--- config.mk ---
export PLATFORM = sky130hd
export DESIGN_NAME = region_map_protection_check
export DESIGN_NICKNAME = d
export VERILOG_FILES = /design/src/sv/rmpc_pkg.sv /design/src/sv/region_map_protection_check.sv
export SDC_FILE = /design/constraint.sdc
export NUM_CORES = 2
export LEC_CHECK = 0
export BUFFER_PORTS_ARGS = -buffer_cell sky130_fd_sc_hd__buf_2
export CAP_MARGIN = 20
export CELL_PAD_IN_SITES_DETAIL_PLACEMENT = 1
export CELL_PAD_IN_SITES_GLOBAL_PLACEMENT = 1
export CORE_UTILIZATION = 30
export DETAILED_ROUTE_END_ITERATION = 7
export PLACE_DENSITY_LB_ADDON = 0.1
export SLEW_MARGIN = 0
export SYNTH_ARGS = -nofsm -noshare
export SYNTH_HDL_FRONTEND = slang
export SYNTH_SLANG_ARGS = --single-unit
--- constraint.sdc ---
create_clock -name i_clk -period 18.51 [get_ports i_clk]
set_input_delay 0 -clock i_clk [delete_from_list [all_inputs] [get_ports i_clk]]
set_output_delay 0 -clock i_clk [all_outputs]
set_load 0.01 [all_outputs]
--- src/sv/rmpc_pkg.sv ---
// ----------------------------------------------------------------------------
// rmpc_pkg
// Shared types and constants for the region map protection check block.
// ----------------------------------------------------------------------------
package rmpc_pkg;

    localparam int REGIONS_DEF = 16;
    localparam int ADDR_W      = 32;
    localparam int IDX_OUT_W   = 4;
    localparam int TOTAL_W     = 36;

    typedef enum logic [1:0] {
        CMD_MAP   = 2'd0,
        CMD_UNMAP = 2'd1,
        CMD_READ  = 2'd2,
        CMD_WRITE = 2'd3
    } t_cmd;

    typedef enum logic [2:0] {
        ST_OK       = 3'd0,
        ST_UNMAPPED = 3'd1,
        ST_NOPERM   = 3'd2,
        ST_BOUNDS   = 3'd3,
        ST_OVERLAP  = 3'd4,
        ST_FULL     = 3'd5,
        ST_NOBASE   = 3'd6
    } t_status;

    typedef struct packed {
        t_cmd              cmd;
        logic [ADDR_W-1:0] address;
        logic [ADDR_W-1:0] length;
        logic [1:0]        prot_flags;
    } t_req;

    typedef struct packed {
        t_status              status;
        logic [IDX_OUT_W-1:0] region_index;
        logic [ADDR_W-1:0]    offset;
        logic [TOTAL_W-1:0]   total_mapped;
    } t_res;

endpackage

--- src/sv/region_map_protection_check.sv ---
// ----------------------------------------------------------------------------
// region_map_protection_check
// Region table with map, unmap and read/write access checks.
// ----------------------------------------------------------------------------
// The slot scan reads and compares one table slot per cycle, lowest index
// first; after the last slot, a drain step and then a finish step follow.
// busy is high from the accepted request until the result is written, so a
// new request is taken only once the previous one is through.
// Reset (synchronous, active low) empties the table and zeroes the total.
// The result shows for one cycle on o_done; the receiver cannot stall.
module region_map_protection_check
    import rmpc_pkg::*;
#(
    parameter int REGIONS = REGIONS_DEF
) (
    input  logic i_clk,
    input  logic i_rst_n,
    input  logic start,
    input  t_req i_req,
    output logic busy,
    output logic o_done,
    output t_res o_res
);

    localparam int IDX_W = (REGIONS > 1) ? $clog2(REGIONS) : 1;
    localparam logic [IDX_W-1:0] LAST_IDX = IDX_W'(REGIONS - 1);

    typedef enum logic [1:0] {
        S_IDLE,
        S_SCAN,
        S_DRAIN,
        S_FIN
    } t_state;

    t_state r_state;

    // slot storage
    logic [ADDR_W-1:0] r_base_mem [REGIONS];
    logic [ADDR_W-1:0] r_size_mem [REGIONS];
    logic [1:0]        r_perm_mem [REGIONS];
    logic [REGIONS-1:0] r_valid;

    // request and scan control
    t_req              r_req;
    logic [ADDR_W:0]   r_end;
    logic [IDX_W-1:0]  r_idx;

    // read stage
    logic              r_rd_live;
    logic              r_rd_valid;
    logic [IDX_W-1:0]  r_rd_idx;
    logic [ADDR_W-1:0] r_rd_base;
    logic [ADDR_W-1:0] r_rd_size;
    logic [1:0]        r_rd_perm;

    // scan results
    logic              r_hit_found;
    logic [IDX_W-1:0]  r_hit_idx;
    logic [ADDR_W-1:0] r_hit_base;
    logic [ADDR_W-1:0] r_hit_size;
    logic [ADDR_W:0]   r_hit_end;
    logic [1:0]        r_hit_perm;
    logic              r_free_found;
    logic [IDX_W-1:0]  r_free_idx;

    logic [TOTAL_W-1:0] r_total;
    logic               r_done;
    t_res               r_res;

    // shared compare unit
    logic [ADDR_W:0] w_old_end;
    logic            w_base_eq;
    logic            w_in_old;
    logic            w_old_in_new;
    logic            w_match;
    logic            w_accept;
    logic            w_write;

    assign w_accept     = start && (r_state == S_IDLE);
    assign w_old_end    = {1'b0, r_rd_base} + {1'b0, r_rd_size};
    assign w_base_eq    = (r_rd_base == r_req.address);
    assign w_in_old     = (r_req.address >= r_rd_base) && ({1'b0, r_req.address} < w_old_end);
    assign w_old_in_new = (r_rd_base >= r_req.address) && ({1'b0, r_rd_base} < r_end);

    always_comb begin
        unique case (r_req.cmd)
            CMD_MAP:   w_match = w_base_eq || w_in_old || w_old_in_new;
            CMD_UNMAP: w_match = w_base_eq;
            default:   w_match = w_in_old;
        endcase
    end

    assign w_write = (r_state == S_FIN) && (r_req.cmd == CMD_MAP)
                     && !r_hit_found && r_free_found;

    // table memory: one read port for the scan, one write port for map
    always_ff @(posedge i_clk) begin
        if (w_write) begin
            r_base_mem[r_free_idx] <= r_req.address;
            r_size_mem[r_free_idx] <= r_req.length;
            r_perm_mem[r_free_idx] <= r_req.prot_flags;
        end
        r_rd_base <= r_base_mem[r_idx];
        r_rd_size <= r_size_mem[r_idx];
        r_rd_perm <= r_perm_mem[r_idx];
    end

    // outcome of the finish step
    t_status            n_status;
    logic [IDX_W-1:0]   n_index;
    logic [ADDR_W-1:0]  n_offset;
    logic [TOTAL_W-1:0] n_total;
    logic               w_perm_ok;

    assign w_perm_ok = (r_req.cmd == CMD_READ) ? r_hit_perm[0] : r_hit_perm[1];

    always_comb begin
        n_status = ST_OK;
        n_index  = '0;
        n_offset = '0;
        n_total  = r_total;
        unique case (r_req.cmd)
            CMD_MAP: begin
                if (r_hit_found) begin
                    n_status = ST_OVERLAP;
                    n_index  = r_hit_idx;
                end else if (!r_free_found) begin
                    n_status = ST_FULL;
                end else begin
                    n_index = r_free_idx;
                    n_total = r_total + TOTAL_W'(r_req.length);
                end
            end
            CMD_UNMAP: begin
                if (r_hit_found) begin
                    n_index = r_hit_idx;
                    n_total = r_total - TOTAL_W'(r_hit_size);
                end else begin
                    n_status = ST_NOBASE;
                end
            end
            default: begin
                if (!r_hit_found) begin
                    n_status = ST_UNMAPPED;
                end else begin
                    n_index = r_hit_idx;
                    // address >= base, so offset + length > size matches end > slot end
                    if (!w_perm_ok) begin
                        n_status = ST_NOPERM;
                    end else if (r_end > r_hit_end) begin
                        n_status = ST_BOUNDS;
                    end else begin
                        n_offset = r_req.address - r_hit_base;
                    end
                end
            end
        endcase
    end

    always_ff @(posedge i_clk) begin
        if (!i_rst_n) begin
            r_state      <= S_IDLE;
            r_valid      <= '0;
            r_total      <= '0;
            r_done       <= 1'b0;
            r_rd_live    <= 1'b0;
            r_hit_found  <= 1'b0;
            r_free_found <= 1'b0;
            r_idx        <= '0;
        end else begin
            r_done    <= (r_state == S_FIN);
            r_rd_live <= (r_state == S_SCAN);
            r_rd_idx  <= r_idx;
            r_rd_valid <= r_valid[r_idx];

            // compare the slot read in the previous cycle; keep the lowest hit
            if (r_rd_live) begin
                if (r_rd_valid && w_match && !r_hit_found) begin
                    r_hit_found <= 1'b1;
                    r_hit_idx   <= r_rd_idx;
                    r_hit_base  <= r_rd_base;
                    r_hit_size  <= r_rd_size;
                    r_hit_end   <= w_old_end;
                    r_hit_perm  <= r_rd_perm;
                end
                if (!r_rd_valid && !r_free_found) begin
                    r_free_found <= 1'b1;
                    r_free_idx   <= r_rd_idx;
                end
            end

            unique case (r_state)
                S_IDLE: begin
                    if (w_accept) begin
                        r_req        <= i_req;
                        r_end        <= {1'b0, i_req.address} + {1'b0, i_req.length};
                        r_idx        <= '0;
                        r_hit_found  <= 1'b0;
                        r_free_found <= 1'b0;
                        r_state      <= S_SCAN;
                    end
                end
                S_SCAN: begin
                    if (r_idx == LAST_IDX) begin
                        r_state <= S_DRAIN;
                    end else begin
                        r_idx <= r_idx + 1'b1;
                    end
                end
                S_DRAIN: begin
                    r_state <= S_FIN;
                end
                S_FIN: begin
                    if (w_write) begin
                        r_valid[r_free_idx] <= 1'b1;
                    end
                    if (r_req.cmd == CMD_UNMAP && r_hit_found) begin
                        r_valid[r_hit_idx] <= 1'b0;
                    end
                    r_total                <= n_total;
                    r_res.status           <= n_status;
                    r_res.region_index     <= IDX_OUT_W'(n_index);
                    r_res.offset           <= n_offset;
                    r_res.total_mapped     <= n_total;
                    r_idx                  <= '0;
                    r_state                <= S_IDLE;
                end
                default: begin
                    r_state <= S_IDLE;
                end
            endcase
        end
    end

    assign busy   = (r_state != S_IDLE);
    assign o_done = r_done;
    assign o_res  = r_res;

endmodule

**Word-level counts from Yosys, hierarchy flattened**

Memories as Yosys holds them, arrays and structs flattened. A register that Yosys moved wholly into a read port is not among the register bits.
Cells that the tools add are included.

- Flip-flop bits (word level): 350
- Latch bits: 0
- Bits in writable memories: 1056
- Bits in read-only memories: 0
- Input port bits: 71
- Output and inout port bits: 77
- Logic and storage cells: 130
- Memories: 3

Memory list:

| memory | words | width | rd ports | clocked after Yosys merged registers in | wr ports | RTL line | RTL |
|---|---|---|---|---|---|---|---|
| r_base_mem | 16 | 32 | 1 | 1 | 1 | region_map_protection_check.sv:38 | `logic [ADDR_W-1:0] r_base_mem [REGIONS];` |
| r_size_mem | 16 | 32 | 1 | 1 | 1 | region_map_protection_check.sv:39 | `logic [ADDR_W-1:0] r_size_mem [REGIONS];` |
| r_perm_mem | 16 | 2 | 1 | 1 | 1 | region_map_protection_check.sv:40 | `logic [1:0] r_perm_mem [REGIONS];` |

- Add/sub/neg operators: 6
- Multipliers: 0
- Div/mod/pow operators: 0
- Order comparisons: 10
- Equality and inequality tests: 10
- Shift-type cells: 0
- Multiplexer cells: 43
- Bitwise logic cells: 5
- Reductions and logical operators: 28

Operators by type and width:

| operator | number |
|---|---|
| two-way mux 36 bit | 3 |
| one-hot mux 36 bit (2 select lines) | 1 |
| adder 32 x 32 -> 33 bit | 2 |
| less-than comparator 32 x 33 -> 1 bit | 2 |
| >= comparator 32 bit | 2 |
| two-way mux 16 bit | 4 |
| adder 36 x 32 -> 36 bit | 1 |
| subtractor 36 x 32 -> 36 bit | 1 |
| greater-than comparator 33 bit | 1 |
| == test 32 bit | 1 |
| subtractor 32 bit | 1 |
| two-way mux 4 bit | 6 |
| AND 16 bit | 1 |
| inverter 16 bit | 1 |
| OR 16 bit | 1 |
| less-than comparator 4 x 5 -> 1 bit, second input constant | 3 |
| two-way mux 1 bit | 14 |
| logical AND 1 bit | 12 |
| one-hot mux 4 bit (3 select lines) | 1 |
| AND reduction 3 bit | 4 |
| two-way mux 2 bit | 5 |
| two-way mux 3 bit | 3 |
| demux 1 bit (select 4 bit) | 2 |
| >= comparator 4 x 1 -> 1 bit, second input constant | 2 |
| 18 further kinds | 28 |

**Depth between registers and ports, before layout**

- Depth after elaboration: 12
- Mapped depth: 22
- Mapped depth without buffers: 22

**Least setup slack after synthesis**

OpenSTA, ideal clock, no wires.

- Path kind: reg2reg
- From: register r_rd_base[8] (read register of r_base_mem)
- To: register r_hit_base[0], enable pin
- Setup time: 0.853 ns
- Data arrival time: 14.643 ns
- Path slack: 3.014 ns
- Stages on the path, launching flop included: 23
- Buffers on the path: 0
- Clock period less this slack: 15.496 ns
- Cells stage by stage: dfxtp_1 ha_1 a21o_1 a211oi_2 nand2_1 a32o_1 or4_1 a31oi_2 nor2_1 o21a_1 nor2_2 xor2_1 ha_1 a21o_1 a21o_1 a21o_1 a21oi_1 nor2b_1 a2111oi_0 nand2_1 o211ai_1 a311o_1 nor4b_1

- Word-level cells in the longest chain between the ends: 9
- Elaborated cells between the ends (all ways): 14

Ends and longest elaborated chain:

| what | RTL line | RTL |
|---|---|---|
| from (decl) | region_map_protection_check.sv:52 | `logic [ADDR_W-1:0] r_rd_base;` |
| adder 32 x 32 -> 33 bit | region_map_protection_check.sv:80 | `assign w_old_end = {1'b0, r_rd_base} + {1'b0, r_rd_size};` |
| less-than comparator 32 x 33 -> 1 bit | region_map_protection_check.sv:82 | `assign w_in_old = (r_req.address >= r_rd_base) && ({1'b0, r_req.address} < w_old_end);` |
| logical AND 1 bit | region_map_protection_check.sv:82 |  |
| logical OR 1 bit (2 in series) | region_map_protection_check.sv:87 | `CMD_MAP: w_match = w_base_eq \|\| w_in_old \|\| w_old_in_new;` |
| one-hot mux 1 bit (2 select lines) (*) | region_map_protection_check.sv:86 | `unique case (r_req.cmd)` |
| logical AND 1 bit (*) (2 in series) | region_map_protection_check.sv:178 | `if (r_rd_valid && w_match && !r_hit_found) begin` |
| AND reduction 3 bit (no line) (*) | n/a |  |
| to (signal assigned) | region_map_protection_check.sv:181 | `r_hit_base <= r_rd_base;` |
| to (decl) | region_map_protection_check.sv:59 | `logic [ADDR_W-1:0] r_hit_base;` |

Mark *: on every way between the ends. The rest lies on a longest branch, timed or not.
A chain may end at the register's enable or synchronous reset.

**Final worst setup path**

- From: register r_rd_base[1] (read register of r_base_mem)
- To: register r_hit_base[14], enable pin

Same word-level chain as after synthesis.

==> summary.md <==
The tools report the reg-to-reg startpoint as r_rd_base[1]. Of the post-synthesis cell area, the dominant cell type holds 63.0%. The run gives 0 as the number of hold violations in the final report. Entering global routing, the biggest net connects 65 pins. The clock net in this run drives a total of 1472 sinks.

The clock network accounts for 38.5% of the total power. Number of enable-type register cells in the synthesized netlist: 1344. The checks that failed: design-rule violations. When the netlist entered floorplanning its net count stood at 4195. The count of synthesis-stage warnings from yosys came out at 0. In this run the vertical extent of the chip is 464 microns.

For the maximum resistive drop on vdd, the log shows 0.000102 V. Combinational logic burns 16.6% of the power. For the number of standard cells after synthesis, the log shows 3828. For the slack of the worst reg-to-reg path, the log shows 11.50 ns. After detailed routing, the number of vias per cell comes to 4.99. The number of global-route vias before repair was 37982; the clock transition at the registers of the reported paths was 0.06 ns. Measured on the finished design, the core utilization comes to 35.6%. Endpoint of the worst hold path: r_req[11]. The min-delay analysis places its worst path in the category in -> reg. For the number of pins exceeding their max-slew limit in the final report, the log shows 0. The number of antenna violations at the first check in global routing came out at 6.

Net switching is 26.6% of the power. In this run the cell area of the synthesized design comes to 64000 sq um. At the worst endpoint, the required time is 18.93 ns. The number of clock buffers added by TritonCTS is 167. The count of unique library cells instantiated by Yosys came out at 87.

Counting along the longest clock path gives a buffer depth of 3. The floorplan step set the die width to 464 microns. The post-detailed-route count of antenna-violating nets is 0. The worst setup path category is reg -> reg. TritonCTS built the clock tree. At the worst endpoint, the arrival time is 7.42 ns. Top-level I/O count: 148. The sum of net half-perimeters after detailed placement came out at 132000 microns. For the wire length of the first global-routing pass, the log shows 290000 microns. The count of standard-cell rows is 169. Yosys attributes the largest share of cell area to sky130_fd_sc_hd__edfxtp_1 (63%), sky130_fd_sc_hd__mux4_2 (12%), sky130_fd_sc_hd__ha_1 (5.7%), sky130_fd_sc_hd__dfxtp_1 (4.0%), sky130_fd_sc_hd__inv_1 (1.5%).

After layout, the worst path uses 37.9% of the clock period. The remaining global-route overflow was 0. Yosys instantiated no cell more often than sky130_fd_sc_hd__edfxtp_1. Setup repair after global routing left no endpoint under its margin. The die covers 215000 sq um. At the pin with the least slew margin, the transition time is 1.04 ns.

The commonest cells after synthesis are sky130_fd_sc_hd__edfxtp_1 (1344), sky130_fd_sc_hd__mux4_2 (335), sky130_fd_sc_hd__ha_1 (291). The worst setup path is captured at a register. The largest fanout on the critical path was 59. The clock tree synthesis step divided the H-tree into 4 levels.

Counting I/O delays and the setup requirement, the final critical path takes 7.01 ns. The number of cells on the worst reg-to-reg path is 24. Leakage power total: 26.1 nW. Final routed DRC violation total: 22. The run gives 45.0% as the part of the power in registers.

Based on the critical path, the design can be clocked at up to 143 MHz. The tools report the source of the worst hold timing path as i_req[11]. In this run the tightest slew margin relative to its limit is 30.3%.

The synthesized flop and latch total was 1472; the sum of routed wire length over all layers was 205000 microns. The number of optimization iterations in the first detailed-route pass came out at 7. The internal power is 6.48 mW, and the sequential-to-total area share from yosys stat is 67.0%. The fraction of final layout cells with drive strength greater than 1 works out to 20.1%.

The endpoint of the worst register-to-register path is r_hit_base[14]. The tools report the last weighted congestion value of the routability-driven placer as 0.809. The share of flip-flops with an asynchronous set or reset after synthesis is 0%.

Each instance of the synthesized netlist takes up on average 16.7 sq um. The logs give 2662 for the starting DRC count in detailed routing and 0 ns for the setup total negative slack. The kind of launch point of the worst setup path was a register. Count of nets after finishing: 4593. The run finished, with violations left. Number of maximum-capacitance constraint violations: 0. Summed over all nets, the switching power comes to 2.35 mW.

The final number of setup-violating endpoints came out at 0. For this run, the total global-route usage over all layers was measured as 19.0%. Clock skew on the completed layout was measured at 0.0237 ns. Input and output buffers added on the ports amount to 147. The vias after detailed routing was 35847; the source-to-sink clock delay at the later pin of the worst-skew pair was 0.80 ns.

From synthesis to final layout, the design area changed by 17.7%. The total power divided by cell area is 117 nW/um^2, and the initial standard-cell utilization of the core is 30.2%. After detailed routing, the average wire length per cell comes to 28.5 microns.

Of all cell types, the one taking the most synthesized area is sky130_fd_sc_hd__edfxtp_1. Clock tree root driver cell: sky130_fd_sc_hd__clkbuf_16. Number of instances on the worst hold path: 2. In the synthesized netlist the dominant register cell turns out to be sky130_fd_sc_hd__edfxtp_1. The floorplan step defined a core boundary enclosing 212000 sq um.
[power groups by stage]
stage | Combinational [mW] | Sequential [mW] | Clock, mW
after global routing | 1.62 | 3.99 | 3.61
after CTS | 1.49 | 3.98 | 3.50
after floorplan | 1.04 | 3.96 | 0
after detailed placement | 1.46 | 4.05 | 0
after global placement | 1.47 | 4.04 | 0
final | 1.46 | 3.97 | 3.39
[sequential cells by signal, indices dropped and copies added, names as in the netlist, 2 cells and up]
register    cells
o_res          75
r_base_mem    512
r_end          33
r_free_idx      4
r_hit_base     32
r_hit_end      33
r_hit_idx       4
r_hit_perm      2
r_hit_size     32
r_idx           4
r_perm_mem     32
r_rd_base      32
r_rd_idx        4
r_rd_perm       2
r_rd_size      32
r_req          68
r_size_mem    512
r_state         2
r_total        36
r_valid        16
[worst max-delay path by stage]
stage,start,end,slack [ns],cells past startpoint
after floorplan,r_rd_base[8],r_hit_base[0],3.01,22
after global placement,r_rd_base[1],r_hit_end[5],11.48,24
after detailed placement,r_rd_base[1],r_hit_end[3],11.52,24
after CTS,r_rd_base[1],r_hit_base[3],11.49,24
after global routing,r_rd_base[1],r_hit_end[13],11.08,24
final,r_rd_base[1],r_hit_base[14],11.50,24
[kinds of logic after synthesis]
family	Yosys count	share of synthesized area [%]
flops	1472	67.0
compound gates	675	7.12
simple gates	526	3.99
buf+inv	378	2.22
mux	345	11.9
fa+ha+maj	296	5.84
xor+xnor	136	1.87
[per-layer routing]
| layer | GRT usage (%) | up-vias | routed length [microns] |
|---|---|---|---|
| li1 | - | 16014 | - |
| met1 | 26.0 | 18989 | 94400 |
| met2 | 31.6 | 612 | 99800 |
| met3 | 2.35 | 232 | 5730 |
| met4 | 5.23 | 0 | 5170 |
| met5 | 0 | - | 0 |
[repair_timing]
action / 4_1_cts / 5_1_grt
endpoints found under the hold margin: 160 / 0
setup buffers: 0 / 0
hold buffers: 120 / 0
resized for setup: 0 / 0
[through the flow]
stage / power [mW] / worst slack (ns) / area [sq um] / hold slack [ns] / instances
2_1_floorplan: 5.00 / 3.01 / 64000 / 0.0989 / 3828
3_3_place_gp: 5.51 / 11.48 / 68600 / 0.181 / 6756
3_5_place_dp: 5.51 / 11.52 / 68700 / 0.179 / 6758
4_1_cts: 8.97 / 11.49 / 75400 / 0.000713 / 7186
5_1_grt: 9.22 / 11.08 / 75400 / 0.0190 / 7187
6_report: 8.83 / 11.50 / 75400 / 0.0607 / 7187
[cell type report]
type                    instances  area (sq um)
flip-flops and latches       1472         42900
inverters                     256           961
well taps                    2821          3530
clock inverters                78           980
fillers                     21278        137000
multi-input cells            1978         19800
clock buffers                 230          4560
diodes                          1          2.50
repair buffers                351          2600
[worst max-delay path, cell delays in order (launching register included)]
cell,delay [ns]
sky130_fd_sc_hd__dfxtp_1,0.45
sky130_fd_sc_hd__ha_1,0.27
sky130_fd_sc_hd__a21o_1,0.18
sky130_fd_sc_hd__a211oi_1,0.43
sky130_fd_sc_hd__o211ai_1,0.29
sky130_fd_sc_hd__a32o_1,0.35
sky130_fd_sc_hd__or4_1,0.51
sky130_fd_sc_hd__a31oi_2,0.30
sky130_fd_sc_hd__nor2_1,0.07
sky130_fd_sc_hd__o21a_1,0.18
sky130_fd_sc_hd__nor2_2,0.13
sky130_fd_sc_hd__xor2_1,0.09
sky130_fd_sc_hd__ha_1,0.19
sky130_fd_sc_hd__a21o_1,0.18
sky130_fd_sc_hd__a21o_1,0.17
sky130_fd_sc_hd__a21o_1,0.17
sky130_fd_sc_hd__a21oi_1,0.13
sky130_fd_sc_hd__nor2b_1,0.06
sky130_fd_sc_hd__a2111oi_0,0.36
sky130_fd_sc_hd__nand2_1,0.10
sky130_fd_sc_hd__o211ai_1,0.15
sky130_fd_sc_hd__a311o_1,0.20
sky130_fd_sc_hd__nor4b_2,0.25
sky130_fd_sc_hd__buf_4,0.50
sky130_fd_sc_hd__buf_4,0.79
[layout by cell type, fill, tap and decap left out, types with 15 or more instances in the layout]
| master | n |
|---|---|
| sky130_fd_sc_hd__nor2b_1 | 34 |
| sky130_fd_sc_hd__nor2_1 | 141 |
| sky130_fd_sc_hd__o21ai_1 | 39 |
| sky130_fd_sc_hd__inv_1 | 256 |
| sky130_fd_sc_hd__nor3_1 | 33 |
| sky130_fd_sc_hd__a211oi_1 | 24 |
| sky130_fd_sc_hd__nand3_1 | 34 |
| sky130_fd_sc_hd__a21o_1 | 103 |
| sky130_fd_sc_hd__a21oi_1 | 179 |
| sky130_fd_sc_hd__dlygate4sd3_1 | 120 |
| sky130_fd_sc_hd__or3_1 | 15 |
| sky130_fd_sc_hd__o21a_1 | 27 |
| sky130_fd_sc_hd__buf_4 | 81 |
| sky130_fd_sc_hd__a22oi_1 | 15 |
| sky130_fd_sc_hd__clkbuf_16 | 170 |
| sky130_fd_sc_hd__mux4_2 | 335 |
| sky130_fd_sc_hd__nand4_1 | 34 |
| sky130_fd_sc_hd__buf_2 | 147 |
| sky130_fd_sc_hd__nand2_1 | 122 |
| sky130_fd_sc_hd__xnor2_1 | 85 |
| sky130_fd_sc_hd__o221a_2 | 16 |
| sky130_fd_sc_hd__edfxtp_1 | 1344 |
| sky130_fd_sc_hd__o21ai_0 | 95 |
| sky130_fd_sc_hd__clkinv_2 | 21 |
| sky130_fd_sc_hd__dfxtp_1 | 124 |
| sky130_fd_sc_hd__nand2b_1 | 28 |
| sky130_fd_sc_hd__and3_1 | 17 |
| sky130_fd_sc_hd__clkinv_1 | 17 |
| sky130_fd_sc_hd__a31oi_1 | 20 |
| sky130_fd_sc_hd__ha_1 | 290 |
| sky130_fd_sc_hd__clkbuf_1 | 52 |
| sky130_fd_sc_hd__bufinv_16 | 21 |
| sky130_fd_sc_hd__xor2_1 | 50 |
| sky130_fd_sc_hd__o21bai_1 | 22 |
No activity file was read; power rests on OpenSTA's default activity.
